<file path="src/tsb_pkg.sv">
`timescale 1ns / 1ps
// ----------------------------------------------------------------------------
// tsb_pkg
// Shared mode codes, fill byte and the classified item carried between the
// front end and the execution back end of the text screen buffer.
// ----------------------------------------------------------------------------
package tsb_pkg;

  localparam logic [1:0] MODE_CLEAR  = 2'd0;
  localparam logic [1:0] MODE_CURSOR = 2'd1;
  localparam logic [1:0] MODE_WRITE  = 2'd2;
  localparam logic [1:0] MODE_READ   = 2'd3;

  localparam logic [7:0] BLANK = 8'h20;
  localparam logic [7:0] NUL   = 8'h00;

  typedef struct packed {
    logic [1:0] mode;
    logic       in_range;   // row and col both on screen
    logic       has_char;   // char_code is not the terminator
    logic       start;
    logic [7:0] row;
    logic [7:0] col;
    logic [7:0] char_code;
  } item_t;

endpackage

</file>
<file path="src/tsb_queue.sv">
`timescale 1ns / 1ps
// ----------------------------------------------------------------------------
// tsb_queue
// Two-entry FIFO of classified items between front and back, so that either
// side can stall without holding up the other.
// ----------------------------------------------------------------------------
module tsb_queue (
  input  logic           clk,
  input  logic           rst,
  input  logic           push,
  input  tsb_pkg::item_t push_item,
  output logic           full,
  input  logic           pop,
  output logic           empty,
  output tsb_pkg::item_t head
);

  tsb_pkg::item_t slots [2];
  logic       wr_ptr;
  logic       rd_ptr;
  logic [1:0] count;

  assign full  = (count == 2'd2);
  assign empty = (count == 2'd0);
  assign head  = slots[rd_ptr];

  always_ff @(posedge clk) begin
    if (push) begin
      slots[wr_ptr] <= push_item;
    end
  end

  always_ff @(posedge clk) begin
    if (rst) begin
      wr_ptr <= 1'b0;
      rd_ptr <= 1'b0;
      count  <= 2'd0;
    end else begin
      if (push) begin
        wr_ptr <= !wr_ptr;
      end
      if (pop) begin
        rd_ptr <= !rd_ptr;
      end
      case ({push, pop})
        2'b10:   count <= count + 2'd1;
        2'b01:   count <= count - 2'd1;
        default: count <= count;
      endcase
    end
  end

endmodule

</file>
<file path="config.mk">
export PLATFORM = sky130hd
export DESIGN_NAME = tsb_queue
export DESIGN_NICKNAME = d
export VERILOG_FILES = /design/src/tsb_pkg.sv /design/src/tsb_queue.sv
export SDC_FILE = /design/constraint.sdc
export NUM_CORES = 1
export LEC_CHECK = 0
export BUFFER_PORTS_ARGS = -buffer_cell sky130_fd_sc_hd__buf_4
export CAP_MARGIN = 15
export CORE_AREA = 2 2 63 89
export CTS_CLUSTER_SIZE = 14
export DETAILED_ROUTE_END_ITERATION = 16
export DIE_AREA = 0 0 65 91
export PLACE_DENSITY_LB_ADDON = 0.05
export SLEW_MARGIN = 30
export SYNTH_ARGS = -nofsm -noshare
export SYNTH_HDL_FRONTEND = slang
export SYNTH_SLANG_ARGS = --single-unit
</file>
<file path="constraint.sdc">
create_clock -name clk -period 2 [get_ports clk]
set_input_delay 0.4 -clock clk [delete_from_list [all_inputs] [get_ports clk]]
set_output_delay 0.4 -clock clk [all_outputs]
set_load 0.02 [all_outputs]
</file>
==> results list <==
* Number of nets still failing antenna checks after routing: 0
* Part of the cycle the worst path needs: 0.921
* Slowest library cell on the worst path: mux2_2
- Reg clk slew, reported paths: 0.07 ns
- Via count: 1211
- 64 I/O pins were placed.
* Antenna violations before repair: 0
- Dominant cells by area after synthesis: edfxtp_1 (76%), mux2_2 (14%), dfxtp_1 (4.4%)
- After clock tree synthesis, the flow added hold-fix buffers numbering 0.
- Total power per unit cell area: 982 nW/um^2
- Deepest clock path buffer count: 2
- Slew Limit Fails: 0
- Once layout is complete, the cells apart from fillers number 258.
* Slew at the pin closest to its max-slew limit: 0.395 ns
- When the netlist entered floorplanning its net count stood at 146.
- Maximum number of pins on one net before global-route repair: 30
- The number of hold violations in the final report came to 0.
* Clock tree root buffer cell: clkbuf_8
- Register bit total from synthesis: 63
- In the final routed layout, each cell accounts on average for 14.3 um.
* Post-synthesis compound-gate area fraction: 0.00437
* Arrival time at the worst endpoint: 1.44 ns
- In this run the horizontal extent of the chip is 65 um.
- Clock network latency to the later pin of the worst-skew pair: 0.33 ns
- Placer congestion estimate: 0.624
- The number of setup buffers added after CTS is 0.
- Input/output buffers: 63
- The H-tree was split into 3 levels.
* Layout Nets: 221
* Total Die Area: 5920 sq um
- Worst-case vdd ir drop: 0.504 mV
- Combinational family with the most area after synthesis: multiplexers
* Aggregate negative setup slack: 0 ns
- Once the clock tree was built, the resizer swapped 0 gates to a different size.
- Share of synthesized area spent on multiplexers: 0.143
- End point of the most critical hold path: slots[0][21]
- Fmax: 0.543 GHz
* Cell Count Post-Placement: 242
* Simple-gate area share of the yosys netlist: 0.0191
- The synthesized design spends more area on one cell type than any other, namely edfxtp_1.
- The first global-routing pass estimated 5750 um of wire.
- For this run, the total global-route usage over all layers was measured as 0.137.
- Post-route standard cell area excluding fillers: 3040 sq um
- Max FO, Critical Path: 18
- From synthesis to final layout, the design area changed by 32.8%.
- 1st-pass router iterations: 4
- Number of standard cells after synthesis: 112
- Along the worst hold path, the cell count comes to 1.
* CTS Buf Count: 9
- The mapped netlist covers 2290 sq um.
- Kind of start point of the critical path: flip-flop
- GRT overflow: 0
- Minimum clock period: 1.84 ns
* Sequential cell area fraction in the yosys report: 0.804
- Startpoint of the most critical register-to-register path: wr_ptr
* Overall power after layout: 2.99 mW
- DRC: 0
- The tool flagged a number of max-cap violations equal to 0.
* Mean area per synthesized cell: 20.5 sq um
- Critical path capture point type: output pin
* Hold path startpoint: push_item[21]
* Detailed router's first-iteration violation count: 63
- In this run, distinct cell masters in the synthesized netlist total 15.
- For the final database, setup skew stands at 0.00564 ns.
- Layout cells sized above 1: 0.578
- Std cell rows: 31
- Critical Path Max Stage Delay: 0.37 ns
- Via density: 4.69
* Data required time at the worst endpoint: 1.60 ns
- Of the total synthesized cell area, the portion taken by XOR and XNOR cells is 0.0153.
* Total Routed Length: 3690 um
* Initial Utilization: 0.451
* Leak pwr: 1.16 nW
- During synthesis, Yosys emitted a total of 0 warnings.
- Vertical die dimension: 91 um
- Of the post-synthesis cell area, the dominant cell type holds 0.760.
* R2r worst-path depth: 2
- Tightest slew margin relative to the limit: 0.737
* TritonCTS clock tree: yes
* Area of placed instances: 2860 sq um
- Cells traversed along the worst timing path: buf_4, mux2_2, buf_4
* Minimum setup slack among reg-to-reg paths: 0.77 ns
- The HPWL after detailed placement is 2450 um.
* Status: completed
- Final core utilization: 0.599
- The number of global-route vias before repair was 1329.
- Final setup vio count: 0
* Cell mode on critical path: buf_4
- The min-delay analysis places its worst path in the category in -> reg.
- Of the total synthesized cell area, the portion taken by full adders, half adders and majority gates is 0.00546.
- The number of antenna diodes in the final layout is 0.
- The endpoint identified for the worst register-to-register timing path is slots[1][18].
- CTS sink count: 63
- Setup repair after global routing left no endpoint under its margin.
- The region available for standard cell placement spans 5080 sq um.
- CP Class: reg -> out
-- registers in the layout (all words and copies together), names as in the netlist, named ones only --
signal  count
slots      58
count       2
rd_ptr      1
wr_ptr      1
-- cells in the mapped netlist --
library cell / number
a21oi_1: 1
and2_1: 1
and2b_2: 1
buf_2: 2
buf_4: 1
dfxtp_1: 5
edfxtp_1: 58
ha_1: 1
inv_1: 1
mux2_2: 29
nor2_1: 6
o21ai_0: 1
or3_1: 1
xnor2_1: 3
xor2_1: 1
-- critical path, delay by kind of cell (launching register included) --
kind	cells	cell delay, ns
buf+inv	2	0.42
mux	1	0.37
flops	1	0.32
-- cell families after synthesis --
logic type                 count (synthesis)
xor gates and xnor gates                   4
and+or+nand+nor                            9
DFF                                       63
adders and majority gates                  1
buffers and inverters                      4
muxes                                     29
AOI/OAI and AO/OA                          2
-- metrics by stage --
stage	hold slack, ns	setup slack [ns]
after global placement	0.477	0.494
after CTS	0.237	0.117
after floorplan	0.461	0.397
after global routing	0.232	0.0756
after detailed placement	0.510	0.480
final	0.253	0.158
-- cells in the final DEF (no fill, tap or decap), drive strengths merged, types with 3 or more instances in the layout --
cell	count
buf	67
clkbuf	11
clkinv	4
dfxtp	5
edfxtp	58
mux2	29
nor2	6
xnor2	3
-- power breakdown --
part           total, mW  internal, mW  switching (mW)
clock network      0.992         0.565           0.427
registers           1.56          1.53          0.0240
logic              0.438         0.215           0.223
total               2.99          2.31           0.674
-- how the worst max path moves through the flow --
stage	from	to	slack (ns)	cells after the start
floorplan	push	slots[0][0]	0.40	2
global placement	flip-flop	head[6]	0.49	3
detailed placement	flip-flop	head[6]	0.48	3
CTS	flip-flop	head[6]	0.12	3
global route	flip-flop	head[14]	0.08	3
finish	flip-flop	head[6]	0.16	3
-- cell type report --
cell class | count | area (sq um)
Clock buffer | 11 | 131
Fill cell | 392 | 2040
Multi-Input combinational cell | 45 | 430
Tap cell | 66 | 82.6
Timing Repair Buffer | 67 | 503
Sequential cell | 63 | 1840
Inverter | 1 | 3.75
Clock inverter | 5 | 48.8
-- per-layer routing --
| layer | wire length, um | GRT usage | vias up |
|---|---|---|---|
| met4 | 96 | 0.0851 | 0 |
| met5 | 0 | 0 | - |
| met2 | 2040 | 0.244 | 46 |
| met3 | 261 | 0.0582 | 11 |
| li1 | - | - | 578 |
| met1 | 1300 | 0.121 | 576 |
No activity file was read; power rests on OpenSTA's default activity.
